--- src/rtl/core/vertex_project_to_viewport_unit_assert.svh ---
// assertion macros for the vertex projection unit
// used by modules that check their own pipeline invariants
`ifndef VERTEX_PROJECT_TO_VIEWPORT_UNIT_ASSERT_SVH
`define VERTEX_PROJECT_TO_VIEWPORT_UNIT_ASSERT_SVH

// same-cycle implication under reset
`define VPV_ASSERT_IMP(lbl, clk, rstn, ante, cons) \
	lbl: assert property (@(posedge clk) disable iff (!rstn) (ante) |-> (cons)) \
		else $error("vpv assertion failed");

// next-cycle implication under reset
`define VPV_ASSERT_NXT(lbl, clk, rstn, ante, cons) \
	lbl: assert property (@(posedge clk) disable iff (!rstn) (ante) |=> (cons)) \
		else $error("vpv assertion failed");

`endif

--- src/rtl/core/vpv_pkg.sv ---
// shared types, constants and helpers for the vertex projection unit
// no dependencies
`default_nettype none
package vpv_pkg;

	typedef struct packed {
		logic signed [31:0] pos_x;
		logic signed [31:0] pos_y;
		logic signed [31:0] pos_z;
	} vtx_in_t;

	typedef struct packed {
		logic signed [31:0] screen_x;
		logic signed [31:0] screen_y;
		logic signed [31:0] screen_depth;
		logic               behind_eye;
	} vtx_out_t;

	localparam int CFG_IDX_W = 3;
	localparam int CFG_DATA_W = 64;

	localparam logic [CFG_IDX_W-1:0] REG_MATRIX_ROW0 = 3'd0;
	localparam logic [CFG_IDX_W-1:0] REG_MATRIX_ROW1 = 3'd1;
	localparam logic [CFG_IDX_W-1:0] REG_MATRIX_ROW2 = 3'd2;
	localparam logic [CFG_IDX_W-1:0] REG_MATRIX_ROW3 = 3'd3;
	localparam logic [CFG_IDX_W-1:0] REG_VP_ORIGIN   = 3'd4;
	localparam logic [CFG_IDX_W-1:0] REG_VP_FAR      = 3'd5;
	localparam logic [CFG_IDX_W-1:0] REG_DEPTH_RANGE = 3'd6;

	localparam logic [63:0] ROW0_RESET = 64'h0000_0000_0000_1000;
	localparam logic [63:0] ROW1_RESET = 64'h0000_0000_1000_0000;
	localparam logic [63:0] ROW2_RESET = 64'h0000_1000_0000_0000;
	localparam logic [63:0] ROW3_RESET = 64'h1000_0000_0000_0000;

	// clip coordinates in Q.28
	localparam int CLIP_W = 50;
	localparam int DIV_STEPS = 31;

	localparam int XF_STAGES = 2;
	localparam int DIV_STAGES = DIV_STEPS + 2;
	localparam int MAP_STAGES = 2;
	localparam int LATENCY = XF_STAGES + DIV_STAGES + MAP_STAGES;

	typedef logic [3:0][63:0] matrix_t;

	typedef struct packed {
		logic [31:0] vp_origin;
		logic [31:0] vp_far;
		logic [31:0] depth_range;
	} vp_cfg_t;

	function automatic logic signed [31:0] sat32(input logic signed [50:0] v);
		logic signed [31:0] r;
		if (v > 51'sd2147483647)
			r = 32'sh7FFF_FFFF;
		else if (v < -51'sd2147483648)
			r = 32'sh8000_0000;
		else
			r = v[31:0];
		return r;
	endfunction

endpackage
`default_nettype wire

--- src/rtl/core/vpv_map.sv ---
// viewport and depth mapping with saturation to Q16.16
// depends on vpv_pkg
`default_nettype none
module vpv_map (
	input  wire logic                clk,
	input  wire logic                arst_n,
	input  wire logic                in_valid,
	input  wire logic signed [31:0]  nrm [0:2],
	input  wire logic                behind,
	input  wire vpv_pkg::vp_cfg_t    vp_cfg,
	output logic                     out_valid,
	output vpv_pkg::vtx_out_t        result
);
	import vpv_pkg::*;

	logic               valid_s1;
	logic signed [49:0] px_s1;
	logic signed [49:0] py_s1;
	logic signed [48:0] pz_s1;
	logic               behind_s1;
	logic               valid_s2;
	vtx_out_t           res_s2;

	logic signed [16:0] left, bottom, width, height, dspan;
	logic [16:0]        dsum;

	assign left   = 17'($signed(vp_cfg.vp_origin[15:0]));
	assign bottom = 17'($signed(vp_cfg.vp_origin[31:16]));
	assign width  = 17'($signed(vp_cfg.vp_far[15:0])) - left;
	assign height = 17'($signed(vp_cfg.vp_far[31:16])) - bottom;
	assign dspan  = $signed({1'b0, vp_cfg.depth_range[31:16]})
		- $signed({1'b0, vp_cfg.depth_range[15:0]});
	assign dsum   = {1'b0, vp_cfg.depth_range[31:16]} + {1'b0, vp_cfg.depth_range[15:0]};

	always_ff @(posedge clk or negedge arst_n) begin
		if (!arst_n) begin
			valid_s1 <= 1'b0;
			valid_s2 <= 1'b0;
		end else begin
			valid_s1 <= in_valid;
			valid_s2 <= valid_s1;
		end
	end

	always_ff @(posedge clk) begin
		px_s1 <= width * ($signed(33'sd65536) + 33'(nrm[0]));
		py_s1 <= height * ($signed(33'sd65536) + 33'(nrm[1]));
		pz_s1 <= dspan * nrm[2];
		behind_s1 <= behind;
	end

	always_ff @(posedge clk) begin
		logic signed [50:0] tx, ty, tz;
		tx = (51'(left) <<< 16) + (51'(px_s1) >>> 1);
		ty = (51'(bottom) <<< 16) + (51'(py_s1) >>> 1);
		tz = (51'(pz_s1) + $signed({18'b0, dsum, 16'b0})) >>> 17;
		res_s2.screen_x     <= sat32(tx);
		res_s2.screen_y     <= sat32(ty);
		res_s2.screen_depth <= sat32(tz);
		res_s2.behind_eye   <= behind_s1;
	end

	assign out_valid = valid_s2;
	assign result = res_s2;

endmodule
`default_nettype wire

--- config.mk ---
export PLATFORM = sky130hd
export DESIGN_NAME = vpv_map
export DESIGN_NICKNAME = d
export VERILOG_FILES = /design/src/rtl/core/vertex_project_to_viewport_unit_assert.svh /design/src/rtl/core/vpv_pkg.sv /design/src/rtl/core/vpv_map.sv
export SDC_FILE = /design/constraint.sdc
export NUM_CORES = 2
export LEC_CHECK = 0
export ABC_AREA = 1
export BUFFER_PORTS_ARGS = -buffer_cell sky130_fd_sc_hd__buf_2
export CORE_MARGIN = 2
export CORE_UTILIZATION = 45
export CTS_CLUSTER_DIAMETER = 120
export DETAILED_ROUTE_END_ITERATION = 10
export GPL_TIMING_DRIVEN = 0
export SLEW_MARGIN = 5
export SYNTH_ARGS = -nofsm -noshare
export SYNTH_HDL_FRONTEND = slang
export SYNTH_SLANG_ARGS = --single-unit
--- constraint.sdc ---
create_clock -name clk -period 5.8 [get_ports clk]
set_input_delay 0.29 -clock clk [delete_from_list [all_inputs] [get_ports clk]]
set_output_delay 0.29 -clock clk [all_outputs]
set_load 0.05 [all_outputs]
**After elaboration in Yosys (flattened, before gate mapping)**

Index checks and enable logic that the tools add are counted.

- Output and inout port bits: 98
- Input bits: 196
- Flip-flop bits (word level): 249

- $add $sub $neg: 9
- Multipliers: 3
- Magnitude comparators: 6
- Mux-type cells: 3

Operators with widths:

| kind | number |
|---|---|
| $add A32 B49 Y50 | 2 |
| $gt A50 B32 Y1 const B | 2 |
| $lt A50 B32 Y1 const B | 2 |
| $mul A17 B33 Y50 | 2 |
| $mux W32 | 3 |
| $add A18 B32 Y33 const A | 2 |
| $sub A16 B16 Y17 | 3 |
| $add A49 B34 Y50 | 1 |
| $mul A17 B32 Y49 | 1 |
| $gt A33 B32 Y1 const B | 1 |
| $lt A33 B32 Y1 const B | 1 |
| $add A16 B16 Y17 | 1 |

**Logic depth before layout (Yosys ltp)**

- Depth after elaboration: 4
- Mapped depth: 39

**Worst setup path after synthesis**

No wires, ideal clock.

- Kind: input to register
- Start: in vp_cfg[32] in the netlist's numbering
- End: reg px_s1[37]
- Setup time: 112 ps
- Buffers on the path: 1
- Stages: 33
- Slack: -1052 ps
- Data required time: 5688 ps
- Data arrival time: 6740 ps
- Path through: inv_1 > ha_1 > fa_1 > nand3b_1 > nand2_1 > nand2_1 > o211ai_2 > a21boi_2 > o21ai_1 > nand2_1 > nand2_1 > clkbuf_1 > nor2_1 > fa_1 > inv_1 > fa_1 > inv_1 > fa_1 > fa_1 > fa_1 > inv_1 > fa_1 > inv_1 > ha_1 > nand2_1 > nor2_1 > nand4_1 > o21ai_0 > a21oi_1 > o21ai_0 > nand3_1 > nand3_1 > nand2_1

- Longest elaborated chain between the ends: 2

RTL lines:

| item | line | RTL |
|---|---|---|
| start, declared | vpv_map.sv:10 | `input wire vpv_pkg::vp_cfg_t vp_cfg,` |
| $sub A16 B16 Y17 | vpv_map.sv:29 | `assign width = 17'($signed(vp_cfg.vp_far[15:0])) - left;` |
| $mul A17 B33 Y50 | vpv_map.sv:46 | `px_s1 <= width * ($signed(33'sd65536) + 33'(nrm[0]));` |
| end signal, assigned | vpv_map.sv:46 |  |
| end, declared | vpv_map.sv:17 | `logic signed [49:0] px_s1;` |

No other way between the ends.
A chain may end at the register's enable or synchronous reset.

**Worst setup path in the final report**

- Start: in vp_cfg[70] in the netlist's numbering
- End: reg px_s1[44]

The elaborated chain is that of the path after synthesis.

==> run summary <==
The proportion of synthesized flip-flops having asynchronous set or reset works out to 0.00866. Compared with the post-synthesis result, the final layout area differs by 23.1%. Synthesis produced 9670 cells.

For the worst flop-to-flop path, the logic depth is 17. The logs give 0.322 for the overall global routing resource usage and 74200 µm² for the synthesized cell area. The relative slew slack is 0.278, and the number of enable-type register cells in the synthesized netlist is 0. The worst slack after detailed placement is -3610 ps. The arrival time reported for the critical path endpoint is 7440 ps, and the synthesized-area fraction occupied by xor and xnor cells is 0.0257. TritonCTS built the clock tree. The detail route stage leaves a number of antenna-violating nets equal to 0. In this run, the number of DRC markers left after iteration 0 of detailed routing was 5543. After floorplanning, the core was divided into 149 placement rows. The floorplan step defined a core boundary enclosing 164000 µm².

The critical path is of the primary input to register type. For this block, the routed nets add up to 271 mm of wire. In the routed layout, each cell is associated on average with a via count of 5.27. The HPWL reported at the end of detailed placement is 226 mm, and the flop and latch count out of synthesis is 231. The worst path buffer plus inverter count works out to 8. Synthesis produced a netlist with a net count of 12000. The synthesized netlist contains 60 unique library cells. For this run, the number of Yosys warnings is 0.

In the synthesized netlist the dominant register cell turns out to be dfxtp_1. Final core utilization: 0.555. The root buffer selected by CTS is clkbuf_16. The count of buffers added on input and output ports is 278.

Leaving out fill and tap cells, the most frequent cells in the layout are inv_1, nand2_1, fa_1, nor2_1. The tools report the post-route DRC violation count as 0. In this run, CTS created clock tree buffers numbering 25. The largest family of logic cells by synthesized area is adder cells. During I/O placement, the number of pins put on the boundary was 294. The logs give 68900 for the via count of the first global-routing pass and 411 mm for the first-pass GRT wire length. The mux cell area share after synthesis came out at 0. Maximum number of buffers from clock root to sink: 3. The count of final setup violators is 108, and the number of cells on the critical path is 35. For the clock tree skew after final layout, the log shows 20.8 ps. The per-instance average area after synthesis was 7.67 µm². The startpoint identified for the worst register-to-register timing path is px_s1[17]$_DFF_P_. Element type at the critical path start: a primary input. The critical path starts at vp_cfg[70]. After clock tree synthesis, the clock-pin slew on the worst setup and hold paths is 70 ps.

Effective utilization at floorplan: 0.451. The tools report the sequential share of the synthesized area as 0.0625. Source of the worst hold timing path: vp_cfg[64]. The final critical delay including setup and external delays is 6930 ps. Worst endpoint required time: 6310 ps. Setup repair after global routing could not meet its margin everywhere.

Share of layout cells above drive strength 1: 0.221. Worst-path cell with the longest stage delay: fa_1. The run gives 1 as the number of levels the H-tree was split into. The synthesized-area fraction occupied by ao, oa, aoi and oai cells works out to 0.0482. The filler cells instantiated in the layout total 15300. At the end of routability-driven placement, the weighted congestion stood at 1.01. The type of element capturing the critical path was a register. Entering global routing, the biggest net connects 20 pins. The type of the tightest min-delay check was primary input to register.

The post-detailed-route wirelength per cell was 21.5 µm. The tools report the max-capacitance violation count as 0. For the pin with the worst max-slew slack, the measured transition is 1070 ps.

The final-report hold violation count was 0. Broken down by cell family, the worst path's largest delay share belongs to adder cells. The number of nets in the layout was 12700. The post-synthesis simple-gate area fraction is 0.202. Leaving out fill and tap cells, the most frequent cell in the layout is inv_1. The die is 410 µm tall. The critical path's most frequent cell is fa_1.

The run gives 24 as the number of antenna violations at the first check in global routing. Timing would allow up to 0.144 GHz. The highest net fanout along the worst path works out to 6.

The routed layout has 66300 vias. The largest incremental delay on the critical path was 590 ps; the iteration count of the initial detailed-routing pass was 6. For the worst-skew pair, the clock arrives at the later sink with an insertion delay of 610 ps.

The worst hold path passes through 4 cells. The adder-cell share of the synthesized area works out to 0.514. The floorplan step defined a die boundary enclosing 168000 µm². Number of max-slew violations in the final report: 0. The final reports fail on negative setup slack. The final clock period utilization by the worst path is 1.20, and the x dimension of the die is 410 µm. The worst setup slack after layout came out at -1130 ps. Global routing finished with a remaining overflow of 0. CTS sink count: 231.

The run finished, with violations left.
-- cell type report --
cell class / count / area (µm²) / area share
Sequential cell: 231 / 4630 / 0.0508
Clock inverter: 17 / 289 / 0.00317
Tap cell: 2189 / 2740 / 0.0300
Timing Repair Buffer: 697 / 5360 / 0.0587
Antenna cell: 8 / 20.0 / 0.000219
Clock buffer: 29 / 681 / 0.00745
Buffer: 262 / 2330 / 0.0256
Multi-Input combinational cell: 6590 / 65400 / 0.716
Inverter: 2572 / 9900 / 0.108
-- cells in the mapped netlist (all sizes together) (7+ instances only) --
cell type | number | area share
inv | 2552 | 0.13
nand2 | 2077 | 0.11
fa | 1599 | 0.43
nor2 | 983 | 0.052
ha | 493 | 0.083
nand3 | 382 | 0.027
a21oi | 324 | 0.022
dfxtp | 229 | 0.062
clkbuf | 189 | 0.0096
o21ai | 177 | 0.012
xor2 | 154 | 0.018
buf | 88 | 0.0074
nor3 | 64 | 0.0047
xnor2 | 62 | 0.0073
nand4 | 57 | 0.0049
or2 | 34 | 0.0029
a31oi | 27 | 0.0023
a21o | 25 | 0.0026
nand3b | 23 | 0.0024
clkinv | 20 | 0.0010
o21bai | 20 | 0.0020
nor4 | 18 | 0.0018
o21a | 16 | 0.0016
a21boi | 8 | 0.00086
and3 | 7 | 0.00059
o2111ai | 7 | 0.00083
o211ai | 7 | 0.00078
-- cells by family after synthesis --
group,after synthesis
AND/OR/NAND/NOR,3649
buffers and inverters,2849
adder cells (fa/ha/maj),2092
AO/OA/AOI/OAI,633
flip-flops,231
XOR/XNOR,216
-- per-stage QoR --
step	hold slack (ps)	instances	cell area [µm²]	TNS (ps)
6_report	61.8	12600	91300	-68130
5_1_grt	61.4	12600	91300	-89060
4_1_cts	23.9	12400	88400	-52400
3_5_place_dp	77.5	12100	80700	-250110
3_3_place_gp	75.0	12100	80700	-244570
2_1_floorplan	-5.59	9670	76500	-35840
-- per-layer routing --
metal | up-vias | global-route usage | routed length (µm) | part of all wire
met5 | - | 0 | 115 | 0.00042
met4 | 16 | 0.118 | 12900 | 0.047
met1 | 33200 | 0.438 | 112000 | 0.41
met3 | 615 | 0.0607 | 24100 | 0.089
met2 | 2883 | 0.512 | 122000 | 0.45
li1 | 29600 | - | - | -
-- state kept, by name, summed over array words and instances (netlist names) --
| name | count |
|---|---|
| pz_s1 | 33 |
| result | 97 |
| out_valid | 1 |
| behind_s1 | 1 |
| px_s1 | 49 |
| py_s1 | 49 |
| valid_s1 | 1 |
-- path summary, 6_finish.rpt --
path / end / slack [ps]
max: px_s1[44]$_DFF_P_ / -1130
min: result[81]$_SDFF_PN1_ / 60
max reg2reg: result[80]$_SDFF_PN1_ / 2590
min reg2reg: result[0]$_DFF_P_ / 310
max in group asynchronous: out_valid$_DFF_PN0_ / 5130
min in group asynchronous: valid_s1$_DFF_PN0_ / 540
-- worst reg2reg max path, stage by stage, from the launching register on --
cell	delay, ps
dfxtp_1	310
ha_1	330
fa_1	540
nand3_1	140
nand3_2	140
nand2_1	110
nand2_2	90
nand2_1	70
nand2_1	90
nand3_1	140
nand3_1	90
nand2_1	140
nand2_1	60
nor2_1	80
nand3_1	80
nand2_1	280
buf_4	290
nand2_1	110
-- repair_timing --
item                        CTS  global route
setup endpoints to repair   117           110
setup buffers               271           141
hold endpoints to repair      4             0
cloned                        6             5
pin swaps                   379           386
resized for setup          1195           495
hold buffers                  4             0
Power is left out: the tool's default activity adds up to more than one toggle a clock period on the data nets, which glitch-free logic cannot reach.
